[src/hdl/cwt_pkg.sv]
// Shared constants, codes and types of the connectivity witness transformer.
// Stand-alone package; used by connectivity_witness_transformer.

package cwt_pkg;

   localparam int LABELS  = 8;
   localparam int LABEL_W = 3;
   localparam int ROOTS_W = LABELS * LABEL_W;

   localparam logic [1:0] CMD_INTRO_VERTEX = 2'd0;
   localparam logic [1:0] CMD_INTRO_EDGE   = 2'd1;
   localparam logic [1:0] CMD_FORGET       = 2'd2;
   localparam logic [1:0] CMD_JOIN         = 2'd3;

   localparam logic [1:0] TAG_EMPTY     = 2'd0;
   localparam logic [1:0] TAG_OPEN      = 2'd1;
   localparam logic [1:0] TAG_CONNECTED = 2'd2;
   localparam logic [1:0] TAG_BROKEN    = 2'd3;

   localparam logic [1:0] ERR_OK      = 2'd0;
   localparam logic [1:0] ERR_MISSING = 2'd1;
   localparam logic [1:0] ERR_PRESENT = 2'd2;

   typedef logic [LABELS-1:0] row_type;
   // bit k of row l: labels l and k share a cell
   typedef row_type [LABELS-1:0] mat_type;

   typedef struct packed {
      logic [1:0]         command;
      logic [LABEL_W-1:0] label_a;
      logic [LABEL_W-1:0] label_b;
      logic [1:0]         tag_first;
      logic [LABELS-1:0]  members_first;
      logic [ROOTS_W-1:0] roots_first;
      logic [1:0]         tag_second;
      logic [LABELS-1:0]  members_second;
      logic [ROOTS_W-1:0] roots_second;
   } req_type;

   typedef struct packed {
      logic [1:0]         tag;
      logic [LABELS-1:0]  mem_full;
      logic [LABELS-1:0]  mem_out;
      logic [LABEL_W-1:0] label;
      logic               forget;
      logic [1:0]         err;
   } ctl_type;

   // One squaring step of the reachability relation; the relation is symmetric,
   // so column j equals row j.
   function automatic mat_type square(input mat_type m);
      mat_type r;
      for (int i = 0; i < LABELS; i++) begin
         for (int j = 0; j < LABELS; j++) begin
            r[i][j] = |(m[i] & m[j]);
         end
      end
      return r;
   endfunction

endpackage

[src/hdl/connectivity_witness_transformer.sv]
// Connectivity witness transformer: pipelined partition closure and encoding.
// Depends on cwt_pkg (codes, types, squaring function).
//
//   channel  | direction | handshake             | payload
//   req_     | in        | req_tvalid/req_tready | tuser command, tdata witnesses
//   rsp_     | out       | rsp_tvalid/rsp_tready | tdata result witness and status
//
// One item per cycle while rsp_ does not stall. The input register loads at the
// accepting edge; an item then passes the link-building register, the three
// squaring stages of the cell closure and the root-encoding register in turn.
// Reset clears the stage valid bits only; payload registers are not reset.
// A stall on rsp_ freezes every stage at once, so no item is lost or repeated.

module connectivity_witness_transformer (
   input  logic        clock,
   input  logic        reset,
   input  logic        req_tvalid,
   output logic        req_tready,
   // tuser: command[1:0]
   input  logic [1:0]  req_tuser,
   // tdata: label_a[2:0], label_b[5:3], tag_first[7:6], members_first[15:8],
   //        roots_first[39:16], tag_second[41:40], members_second[49:42],
   //        roots_second[73:50], zero[79:74]
   input  logic [79:0] req_tdata,
   output logic        rsp_tvalid,
   input  logic        rsp_tready,
   // tdata: tag_out[1:0], members_out[9:2], roots_out[33:10], final_flag[34],
   //        error_code[36:35], zero[39:37]
   output logic [39:0] rsp_tdata
);

   localparam int L  = cwt_pkg::LABELS;
   localparam int LW = cwt_pkg::LABEL_W;
   localparam int RW = cwt_pkg::ROOTS_W;
   localparam int NSTG = 4;

   logic advance;

   logic             s0_vld_ff;
   cwt_pkg::req_type s0_req_ff;
   cwt_pkg::req_type s0_req_in;

   logic             vld_ff [1:NSTG];
   cwt_pkg::mat_type mat_ff [1:NSTG];
   cwt_pkg::ctl_type ctl_ff [1:NSTG];
   cwt_pkg::mat_type adj_in;
   cwt_pkg::ctl_type ctl_in;

   logic              out_vld_ff;
   logic [1:0]        tag_out_ff, tag_out_in;
   logic [L-1:0]      mem_out_ff, mem_out_in;
   logic [RW-1:0]     roots_out_ff, roots_out_in;
   logic              final_ff, final_in;
   logic [1:0]        err_ff, err_in;

   assign advance    = !out_vld_ff || rsp_tready;
   assign req_tready = advance;

   always_comb begin
      s0_req_in.command        = req_tuser;
      s0_req_in.label_a        = req_tdata[2:0];
      s0_req_in.label_b        = req_tdata[5:3];
      s0_req_in.tag_first      = req_tdata[7:6];
      s0_req_in.members_first  = req_tdata[15:8];
      s0_req_in.roots_first    = req_tdata[39:16];
      s0_req_in.tag_second     = req_tdata[41:40];
      s0_req_in.members_second = req_tdata[49:42];
      s0_req_in.roots_second   = req_tdata[73:50];
   end

   // Build links and the per-command control word.
   always_comb begin
      logic [L-1:0]  m1, m2, bit_a;
      logic [LW-1:0] r;
      logic [1:0]    t1, t2;
      logic          pa, pb, join_links;
      m1    = s0_req_ff.members_first;
      m2    = s0_req_ff.members_second;
      t1    = s0_req_ff.tag_first;
      t2    = s0_req_ff.tag_second;
      bit_a = L'(1) << s0_req_ff.label_a;
      pa    = m1[s0_req_ff.label_a];
      pb    = m1[s0_req_ff.label_b];
      join_links = 1'b0;

      ctl_in.tag      = t1;
      ctl_in.mem_full = m1;
      ctl_in.label    = s0_req_ff.label_a;
      ctl_in.forget   = 1'b0;
      ctl_in.err      = cwt_pkg::ERR_OK;

      unique case (s0_req_ff.command)
         cwt_pkg::CMD_INTRO_VERTEX: begin
            if (pa) begin
               ctl_in.err = cwt_pkg::ERR_PRESENT;
            end else begin
               ctl_in.mem_full = m1 | bit_a;
               ctl_in.tag      = t1 | cwt_pkg::TAG_OPEN;
            end
         end
         cwt_pkg::CMD_INTRO_EDGE: begin
            if (pa ^ pb) ctl_in.err = cwt_pkg::ERR_MISSING;
         end
         cwt_pkg::CMD_FORGET: begin
            if (!pa) ctl_in.err = cwt_pkg::ERR_MISSING;
            else ctl_in.forget = 1'b1;
         end
         cwt_pkg::CMD_JOIN: begin
            if (t1 == cwt_pkg::TAG_EMPTY && t2 == cwt_pkg::TAG_EMPTY) begin
               ctl_in.mem_full = '0;
               ctl_in.tag      = cwt_pkg::TAG_EMPTY;
            end else begin
               join_links      = 1'b1;
               ctl_in.mem_full = m1 | m2;
               if (t1 <= cwt_pkg::TAG_OPEN && t2 <= cwt_pkg::TAG_OPEN)
                  ctl_in.tag = cwt_pkg::TAG_OPEN;
               else if ((t1 == cwt_pkg::TAG_EMPTY && t2 == cwt_pkg::TAG_CONNECTED) ||
                        (t1 == cwt_pkg::TAG_CONNECTED && t2 == cwt_pkg::TAG_EMPTY))
                  ctl_in.tag = cwt_pkg::TAG_CONNECTED;
               else
                  ctl_in.tag = cwt_pkg::TAG_BROKEN;
            end
         end
         default: ;
      endcase
      ctl_in.mem_out = ctl_in.forget ? (ctl_in.mem_full & ~bit_a) : ctl_in.mem_full;

      adj_in = '0;
      for (int l = 0; l < L; l++) begin
         r = s0_req_ff.roots_first[l*LW +: LW];
         if (m1[l] && m1[r] && (s0_req_ff.command != cwt_pkg::CMD_JOIN || join_links)) begin
            adj_in[l][r] = 1'b1;
            adj_in[r][l] = 1'b1;
         end
         r = s0_req_ff.roots_second[l*LW +: LW];
         if (join_links && m2[l] && m2[r]) begin
            adj_in[l][r] = 1'b1;
            adj_in[r][l] = 1'b1;
         end
      end
      if (s0_req_ff.command == cwt_pkg::CMD_INTRO_EDGE && pa && pb) begin
         adj_in[s0_req_ff.label_a][s0_req_ff.label_b] = 1'b1;
         adj_in[s0_req_ff.label_b][s0_req_ff.label_a] = 1'b1;
      end
      for (int l = 0; l < L; l++) adj_in[l][l] = ctl_in.mem_full[l];
   end

   // Canonical roots, cell counts and the forget tag rule.
   always_comb begin
      cwt_pkg::mat_type m;
      cwt_pkg::ctl_type c;
      logic [L-1:0]  first_full, first_out, low, row;
      logic [LW-1:0] k;
      logic          single;
      m = mat_ff[NSTG];
      c = ctl_ff[NSTG];
      roots_out_in = '0;
      for (int l = 0; l < L; l++) begin
         low = '0;
         for (int j = 0; j < l; j++) low[j] = 1'b1;
         first_full[l] = c.mem_full[l] && !(|(m[l] & c.mem_full & low));
         first_out[l]  = c.mem_out[l] && !(|(m[l] & c.mem_out & low));
         row = m[l] & c.mem_out;
         k = '0;
         for (int j = L - 1; j >= 0; j--) begin
            if (row[j]) k = LW'(j);
         end
         if (c.mem_out[l]) roots_out_in[l*LW +: LW] = k;
      end
      single = (m[c.label] & c.mem_full & ~(L'(1) << c.label)) == '0;
      tag_out_in = c.tag;
      if (c.forget && single && c.tag == cwt_pkg::TAG_OPEN) begin
         // more than one cell before the vertex vanishes: the rest is cut off
         tag_out_in = ((first_full & (first_full - L'(1))) != '0) ?
                      cwt_pkg::TAG_BROKEN : cwt_pkg::TAG_CONNECTED;
      end
      mem_out_in = c.mem_out;
      err_in     = c.err;
      final_in   = (tag_out_in != cwt_pkg::TAG_BROKEN) &&
                   ((first_out & (first_out - L'(1))) == '0);
   end

   always_ff @(posedge clock) begin
      if (reset) begin
         s0_vld_ff  <= 1'b0;
         out_vld_ff <= 1'b0;
         for (int s = 1; s <= NSTG; s++) vld_ff[s] <= 1'b0;
      end else if (advance) begin
         s0_vld_ff  <= req_tvalid;
         vld_ff[1]  <= s0_vld_ff;
         for (int s = 2; s <= NSTG; s++) vld_ff[s] <= vld_ff[s-1];
         out_vld_ff <= vld_ff[NSTG];
      end
   end

   always_ff @(posedge clock) begin
      if (advance) begin
         s0_req_ff <= s0_req_in;
         mat_ff[1] <= adj_in;
         ctl_ff[1] <= ctl_in;
         for (int s = 2; s <= NSTG; s++) begin
            mat_ff[s] <= cwt_pkg::square(mat_ff[s-1]);
            ctl_ff[s] <= ctl_ff[s-1];
         end
         tag_out_ff   <= tag_out_in;
         mem_out_ff   <= mem_out_in;
         roots_out_ff <= roots_out_in;
         final_ff     <= final_in;
         err_ff       <= err_in;
      end
   end

   assign rsp_tvalid = out_vld_ff;
   assign rsp_tdata  = {3'b000, err_ff, final_ff, roots_out_ff, mem_out_ff, tag_out_ff};

   // Every present label points at a present root no larger than itself.
   logic roots_ok;
   always_comb begin
      logic [LW-1:0] r;
      roots_ok = 1'b1;
      for (int l = 0; l < L; l++) begin
         r = roots_out_ff[l*LW +: LW];
         if (!mem_out_ff[l]) begin
            if (r != '0) roots_ok = 1'b0;
         end else if (r > LW'(l) || !mem_out_ff[r]) begin
            roots_ok = 1'b0;
         end
      end
   end

   a_roots_canonical: assert property (@(posedge clock) disable iff (reset)
      rsp_tvalid |-> roots_ok)
      else $error("result roots not canonical");

   a_broken_not_final: assert property (@(posedge clock) disable iff (reset)
      rsp_tvalid && tag_out_ff == cwt_pkg::TAG_BROKEN |-> !final_ff)
      else $error("broken witness marked final");

   // an empty partition is final unless the tag is broken
   a_empty_result: assert property (@(posedge clock) disable iff (reset)
      rsp_tvalid && mem_out_ff == '0 |->
         roots_out_ff == '0 && final_ff == (tag_out_ff != cwt_pkg::TAG_BROKEN))
      else $error("empty partition encoded wrongly");

   a_error_code: assert property (@(posedge clock) disable iff (reset)
      rsp_tvalid |-> err_ff != 2'd3)
      else $error("reserved error code");

   a_stall_freezes: assert property (@(posedge clock) disable iff (reset)
      !advance |=> $stable(vld_ff[NSTG]) && $stable(s0_vld_ff) && $stable(ctl_ff[NSTG]))
      else $error("pipeline moved during stall");

endmodule
[config.mk]
export PLATFORM = sky130hd
export DESIGN_NAME = connectivity_witness_transformer
export DESIGN_NICKNAME = d
export VERILOG_FILES = /design/src/hdl/cwt_pkg.sv /design/src/hdl/connectivity_witness_transformer.sv
export SDC_FILE = /design/constraint.sdc
export NUM_CORES = 1
export LEC_CHECK = 0
export BUFFER_PORTS_ARGS = -buffer_cell sky130_fd_sc_hd__buf_4
export CORE_ASPECT_RATIO = 1.5
export CORE_UTILIZATION = 47
export DETAILED_ROUTE_END_ITERATION = 8
export PLACE_DENSITY = 0.64
export SETUP_SLACK_MARGIN = 0.5
export SYNTH_ARGS = -nofsm -noshare
export SYNTH_HDL_FRONTEND = slang
export SYNTH_SLANG_ARGS = --single-unit
export TNS_END_PERCENT = 1
[constraint.sdc]
create_clock -name clock -period 20 [get_ports clock]
set_clock_uncertainty 0.15 [all_clocks]
set_input_delay 1 -clock clock [delete_from_list [all_inputs] [get_ports clock]]
set_output_delay 1 -clock clock [all_outputs]
set_load 0.02 [all_outputs]
==> results of run 1 <==
-- registers in the layout (all words and copies together), names as in the netlist --
name	flops
vld_ff	4
err_ff	2
s0_req_ff	73
ctl_in	3
tag_out_ff	2
ctl_ff	96
mat_ff	164
roots_out_ff	24
s0_vld_ff	1
rsp_tvalid	1
final_ff	1
mem_out_ff	8
-- synth_stat cells (all sizes together), types with 13 or more instances --
cell type	count
edfxtp	377
a22oi	189
clkbuf	165
nand2	143
nand3	100
o21ai	82
a221oi	64
a22o	59
nor4	56
nor2	53
a21oi	41
nand4	41
buf	33
mux2i	32
nor2b	21
nor3	21
inv	20
nand2b	20
a21boi	16
mux4	14
o211ai	14
a211oi	13
a32oi	13
-- metal layers --
metal | vias to the layer above | GRT usage [%] | share of wire [%] | wire length [µm]
li1 | 7215 | - | - | -
met1 | 8052 | 31.3 | 33 | 22100
met2 | 1021 | 53.8 | 52 | 34700
met3 | 293 | 4.15 | 5.9 | 3940
met4 | 0 | 23.7 | 8.9 | 5910
met5 | - | 0 | 0 | 0
-- logic make-up (layout without fill, tap and decap cells) --
group | count (synthesis) | after routing
AOI/OAI and AO/OA | 611 | 611
xor gates and xnor gates | 3 | 3
other | 1 | 3
muxes | 51 | 51
adders and majority gates | 7 | 7
DFF | 379 | 379
buffers and inverters | 218 | 207
and+or+nand+nor | 528 | 528
-- worst paths after layout --
check / startpoint / cells past startpoint / endpoint / slack (ns)
setup / recovery: rsp_tready / 4 / req_tready / 16.51
hold / removal: ctl_ff[0][61] / 0 / ctl_ff[0][85] / 0.26
setup reg to reg: ctl_ff[0][100] / 5 / tag_out_ff[0] / 16.66
hold reg to reg: ctl_ff[0][61] / 0 / ctl_ff[0][85] / 0.26
-- power by group --
group          switching [µW]  total [µW]  internal (µW)
combinational             183         352            169
clock                     293         657            364
sequential                284        1300           1010
total                     759        2300           1540
-- worst max-delay path, cell delays in order --
cell and delay, ns:
buf_4 0.11, nor2b_1 0.52, inv_8 0.37, buf_4 0.28
-- area by class of cell --
type,count,share of cell area [%]
Sequential cell,379,50.7
Multi-Input combinational cell,1203,36.5
Clock buffer,44,4.35
Timing Repair Buffer,123,4.18
Tap cell,570,3.18
Clock inverter,20,0.693
Inverter,20,0.369
-- through the flow --
stage	instances	hold slack, ns	setup WS (ns)	instance area [µm²]	utilization (%)
2_1_floorplan	1800	0.250	10.46	20400	-
3_3_place_gp	2295	0.251	16.02	21300	49.5
3_5_place_dp	2295	0.255	15.93	21300	49.5
4_1_cts	2359	0.251	16.49	22400	52.2
5_1_grt	2359	0.265	16.25	22400	52.2
6_report	2359	0.256	16.51	22400	52.2
==> results.ini, run 1 <==
[setup_path]
path_class = in2out
crit_required_ns = 18.85
cp.arrival_ns = 2.34
start_kind = primary input
endpoint_kind = primary output
cp_max_fo = 87

[clock_network]
clk_pin_slew_ns = 0.06
post_cts_buffers = 0
cts.path.max_buffers = 3
root_buffer = clkbuf_16
htree_levels = 2
clock_latency_ns = 0.55
cts_buffers = 37
holdBufCountCts = 0
cts_sinks = 379
post_cts_resize_count = 0
cts_tree = yes

[detailed_routing]
antenna_left = 0
routed_wl_mm = 66.7
routed_via_density = 7.03
vias = 16600
drc = 0
wire_per_inst_um = 28.3
drt_pre_antenna_iters = 6
drt_iter0_drc = 2010

[placed_design]
dp_hpwl_mm = 46.9
gp_congestion = 1.03
port_buffers = 118

[pwr]
leakage_uw = 0.00811
ir_drop_mv = 0.0657
finalPower_uw = 2300
powerDensity_nw_per_um2 = 103

[global_route]
grt_pass1_vias = 15900
antenna_found_initial = 0
grt_max_degree = 211
grt_pass1_wl_mm = 99.5
grtUsageTotal_pct = 30.2
grt_overflow = 0

[die]
core-area_um2 = 42900
io-pin-count = 128
start_util_pct = 47.5
rows = 93
chipHeight_um = 257
die_area_um2 = 44300
die_x_um = 172

[synthesis]
synth_mux_area_share_pct = 3.51
ys_ff_latch = 379
synthArstFlopShare_pct = 0
synthSimpleGateAreaFrac_pct = 13.5
synth_top_cell_by_area = edfxtp_1
synth-xor-area-share_pct = 0.129
synth_top_family_by_area = compound AO/OA/AOI/OAI gates
syn_avg_cell_area_um2 = 11.4
synth_cells = 1798
synth_cell_type_count = 82
synthAdderAreaFrac_pct = 0.404
synth_edf_count = 377
synth_warnings = 0
synth-compound-area-share_pct = 22.4
synth_top_area_share_pct = 55.5
synth.area.top_cells = edfxtp_1 (55%), a22oi_1 (6.9%), clkbuf_1 (2.8%)
synth_area_um2 = 20400
ys_seq_area_share_pct = 55.6
synth_flop_cell = edfxtp_1

[run_status]
status = finished, final reports clean

[finish]
layout_commonest_cell = edfxtp_1
final_cell_mix = edfxtp_1 (377), a22oi_1 (189), nand2_1 (143), buf_4 (122), nand3_1 (100)
fillCellCount = 3698
multi_input_area_um2 = 8170
nNetsFinal = 1855
final-seq-area_um2 = 11400
diodes = 0
drive_gt1_share_pct = 11.7
syn_to_final_growth_pct = 9.70

[sta]
slew_violations = 0
rsz0062_at_grt = no
worst_slew_pin_slew_ns = 1.26
clock.fmax_mhz = 287
fin_tns_setup_ns = 0
setup_viol = 0
slew_headroom_pct = 15.0
period_share_pct = 17.4
fin_crit_ns = 3.49
final_hold_viol_count = 0

[run]
cap_violations = 0

[worst_hold_path]
hold_path_class = reg2reg

Power figures use the tool's default switching activity.
==> run 2, diff against run 1 <==
--- a/config.mk
+++ b/config.mk
@@ -5,11 +5,12 @@
 export SDC_FILE = /design/constraint.sdc
 export NUM_CORES = 1
 export LEC_CHECK = 0
+export ABC_AREA = 1
 export BUFFER_PORTS_ARGS = -buffer_cell sky130_fd_sc_hd__buf_4
 export CORE_ASPECT_RATIO = 1.5
 export CORE_UTILIZATION = 47
 export DETAILED_ROUTE_END_ITERATION = 8
-export PLACE_DENSITY = 0.64
+export PLACE_DENSITY = 0.67
 export SETUP_SLACK_MARGIN = 0.5
 export SYNTH_ARGS = -nofsm -noshare
 export SYNTH_HDL_FRONTEND = slang
==> constraint.sdc (replaced) <==
create_clock -name clock -period 3.2 [get_ports clock]
set_clock_uncertainty 0.15 [all_clocks]
set_input_delay 0.16 -clock clock [delete_from_list [all_inputs] [get_ports clock]]
set_output_delay 0.16 -clock clock [all_outputs]
set_load 0.02 [all_outputs]
==> run 2 against run 1 <==
  * Synthesized cell count is 32% higher
  * Sequential cell count did not move
  * Critical endpoint is now mat_ff[0][79]
  * Register-to-register slack worse by 16 ns
  * Critical path type is now reg2reg
  * Non-clock buffer count increased by 107
  * Highest routed layer unchanged
==> results.ini, run 2 <==
[sta]
slew_violations = 0  ; unchanged
worst_slew_pin_slew_ns = 0.800  ; was 1.26 ns
clock.fmax_mhz = 357
fin_crit_ns = 2.80
final_hold_viol_count = 0  ; unchanged
slew_headroom_pct = 46.1  ; was 15.0%
rsz0062_at_grt = yes  ; was no
whs_ns = 0.176  ; was 0.256 ns
setup_viol = 0  ; unchanged
period_share_pct = 87.5

[clock_network]
clock_latency_ns = 0.55  ; about the same
cts.path.max_buffers = 3  ; unchanged
htree_levels = 2  ; unchanged
cts_tree = yes  ; unchanged
cts_buffers = 37  ; unchanged
cts_sinks = 379  ; unchanged
root_buffer = clkbuf_16  ; unchanged
clk_pin_slew_ns = 0.07  ; was 0.06 ns

[global_route]
use_met1_pct = 34.4  ; was 31.3%
antenna_found_initial = 0  ; unchanged
globalRouteMet2Util_pct = 69.0  ; was 53.8%
grt_overflow = 0  ; unchanged
grt_pass1_vias = 19600  ; was 15,900
grt_max_degree = 86  ; was 211
grt_pass1_wl_mm = 124  ; was 99.5 mm
busiest_layer = met2  ; unchanged
grtUsageTotal_pct = 37.2  ; was 30.2%
met3_usage_pct = 5.91  ; was 4.15%

[die]
die_x_um = 175  ; was 172 µm
die_area_um2 = 45600  ; was 44,300 µm²
io-pin-count = 128  ; unchanged
core-area_um2 = 44000  ; was 42,900 µm²
chipHeight_um = 261  ; was 257 µm
rows = 94  ; was 93
start_util_pct = 47.7  ; was 47.5%

[finish]
final_cell_mix = nand2_1 (506), edfxtp_1 (377), inv_1 (273), a21oi_1 (161), nor2_1 (155)  ; was edfxtp_1 (377), a22oi_1 (189), nand2_1 (143), buf_4 (122), nand3_1 (100)
layout_commonest_cell = nand2_1  ; was edfxtp_1
largest_register = mat_ff  ; unchanged
nNetsFinal = 2612  ; was 1,855
syn_to_final_growth_pct = 16.4  ; was 9.70%
drive_gt1_share_pct = 9.34  ; was 11.7%
final_cells = 3127  ; was 2,359
postLayoutCellArea_um2 = 24400  ; was 22,400 µm²
fillCellCount = 3913  ; was 3,698
biggestRegsByFlops = mat_ff (164), ctl_ff (96), s0_req_ff (73)  ; unchanged
final-seq-area_um2 = 11400  ; about the same
multi_input_area_um2 = 8080  ; was 8170 µm²
largest_reg_flops = 164  ; unchanged
final_util_pct = 55.6  ; was 52.2%

[synthesis]
ys_seq_area_share_pct = 54.1  ; was 55.6%
ys_ff_latch = 379  ; unchanged
synth.area.top_cells = edfxtp_1 (54%), nand2_1 (9.0%), inv_1 (4.9%)  ; was edfxtp_1 (55%), a22oi_1 (6.9%), clkbuf_1 (2.8%)
synth_flop_cell = edfxtp_1  ; unchanged
syn_avg_cell_area_um2 = 8.88  ; was 11.4 µm²
synth_top_cell_by_area = edfxtp_1  ; unchanged
synthMostInstantiatedCell = nand2_1  ; was edfxtp_1
synth_cell_type_count = 48  ; was 82
synthTopCellsByCount = nand2_1 (506), edfxtp_1 (377), inv_1 (276), a21oi_1 (162), nor2_1 (157)  ; was edfxtp_1 (377), a22oi_1 (189), clkbuf_1 (152), nand2_1 (143), nand3_1 (100)
synth_cells = 2366  ; was 1,798
synth_edf_count = 377  ; unchanged
synth_warnings = 0  ; unchanged
synth_top_area_share_pct = 53.9  ; was 55.5%
synth_area_um2 = 21000  ; was 20,400 µm²
synthArstFlopShare_pct = 0  ; unchanged

[placed_design]
placed_area_um2 = 22400  ; was 21,300 µm²
gp_congestion = 1.10  ; was 1.03
dpl.cell_count = 2974  ; was 2,295
port_buffers = 118  ; unchanged
dp_hpwl_mm = 62.8  ; was 46.9 mm

[run_status]
status = finished, final reports clean  ; unchanged

[detailed_routing]
drt_pre_antenna_iters = 9  ; was 6
routed_wl_mm = 84.6  ; was 66.7 mm
drt_iter0_drc = 2044  ; was 2,010
routed_via_density = 6.40  ; was 7.03
antenna_left = 0  ; unchanged
wire_per_inst_um = 27.0  ; was 28.3 µm
drc = 0  ; unchanged
vias = 20000  ; was 16,600

[setup_path]
endpoint_kind = flip-flop  ; was primary output
cp_max_fo = 11  ; was 87
cp.arrival_ns = 3.04  ; was 2.34 ns
start_kind = flip-flop  ; was primary input
crit_required_ns = 3.44  ; was 18.85 ns
path_class = reg2reg  ; was in2out

[worst_hold_path]
hold_path_class = in2reg  ; was reg2reg

[pwr]
clock_power_share_pct = 26.4  ; was 28.5%
seq_power_share_pct = 50.3  ; was 56.2%
powerDensity_nw_per_um2 = 675  ; was 103 nW/µm²
p_int_uw = 10300  ; was 1540 µW
leakage_uw = 0.00995  ; was 0.00811 µW
power_switching_uw = 6190  ; was 759 µW
combinationalPowerShare_pct = 23.3  ; was 15.3%
ir_drop_mv = 0.471  ; was 0.0657 mV
power.share.switching_pct = 37.6  ; was 33.0%

[run]
cap_violations = 0  ; unchanged

==> run 2: cell types whose count changed after synthesis, moves of 48 or more <==
| cell | delta |
|---|---|
| clkbuf_1 | -57 |
| nand3_1 | +49 |
| a22o_1 | -59 |
| nor2_1 | +104 |
| o21ai_0 | +48 |
| nand2_1 | +363 |
| o2111ai_1 | +50 |
| a22oi_1 | -183 |
| o22ai_1 | +130 |
| inv_1 | +256 |
| a21oi_1 | +121 |
==> run 2: area by class of cell <==
type / instances / share of cell area [%]
Clock inverter: 17 / 0.783
Antenna cell: 3 / 0.0307
Multi-Input combinational cell: 1584 / 33.1
Tap cell: 576 / 2.95
Sequential cell: 379 / 46.5
Clock buffer: 49 / 4.10
Timing Repair Buffer: 230 / 8.10
Inverter: 289 / 4.47
==> run 2: kinds of logic (layout without fill, tap and decap cells) <==
group	Yosys count	after routing	synth area share [%]
flip-flops	379	379	54.1
other	1	6	0.0179
AO/OA/AOI/OAI	600	600	18.0
buffers and inverters	405	585	7.54
adder cells (fa/ha/maj)	5	5	0.298
AND/OR/NAND/NOR	976	976	20.1
==> run 2: per-stage QoR <==
| step | total power [µW] | setup slack (ns) | TNS, ns |
|---|---|---|---|
| after floorplan | 9750 | -3.58 | -1351.70 |
| after global placement | 11800 | 0.373 | 0 |
| after detailed placement | 11800 | 0.363 | 0 |
| after CTS | 16200 | 0.493 | 0 |
| after global routing | 17000 | 0.284 | 0 |
| final | 16500 | 0.399 | 0 |
==> run 2: layer usage <==
metal | vias up | share of wire [%]
met5 | - | 0
met3 | 535 | 6.9
li1 | 8871 | -
met4 | 0 | 12
met2 | 1385 | 51
met1 | 9225 | 30
==> run 2: power groups by stage <==
stage               registers (µW)  clock network [µW]  logic [µW]
floorplan                     7180                   0        2570
detailed placement            8240                   0        3580
global placement              8270                   0        3540
CTS                           8150                4410        3690
finish                        8280                4360        3840
global route                  8280                4570        4100
==> run 2: path summary, 6_finish.rpt <==
path / from / end / slack [ns] / cells after the start
setup / recovery: s0_req_ff[74] / mat_ff[0][79] / 0.40 / 6
setup reg to reg: s0_req_ff[74] / mat_ff[0][79] / 0.40 / 6
hold reg to reg: ctl_ff[0][78] / ctl_ff[0][102] / 0.27 / 0
hold / removal: req_tdata[59] / s0_req_ff[9] / 0.18 / 2
==> run 2: worst max-delay path, stage by stage, from the launching register on <==
cell,delay (ns)
edfxtp_1,0.45
ha_1,0.26
nand3_1,0.39
nand3_1,0.35
o21ai_0,0.74
inv_1,0.15
nand4_1,0.15
==> run 2: what timing repair did <==
action	4_1_cts	5_1_grt
endpoints found under the hold margin	86	0
buffers inserted	3	0
setup endpoints to repair	3	36
pin swaps	0	0
gates resized for setup	2	2
hold buffers	81	0
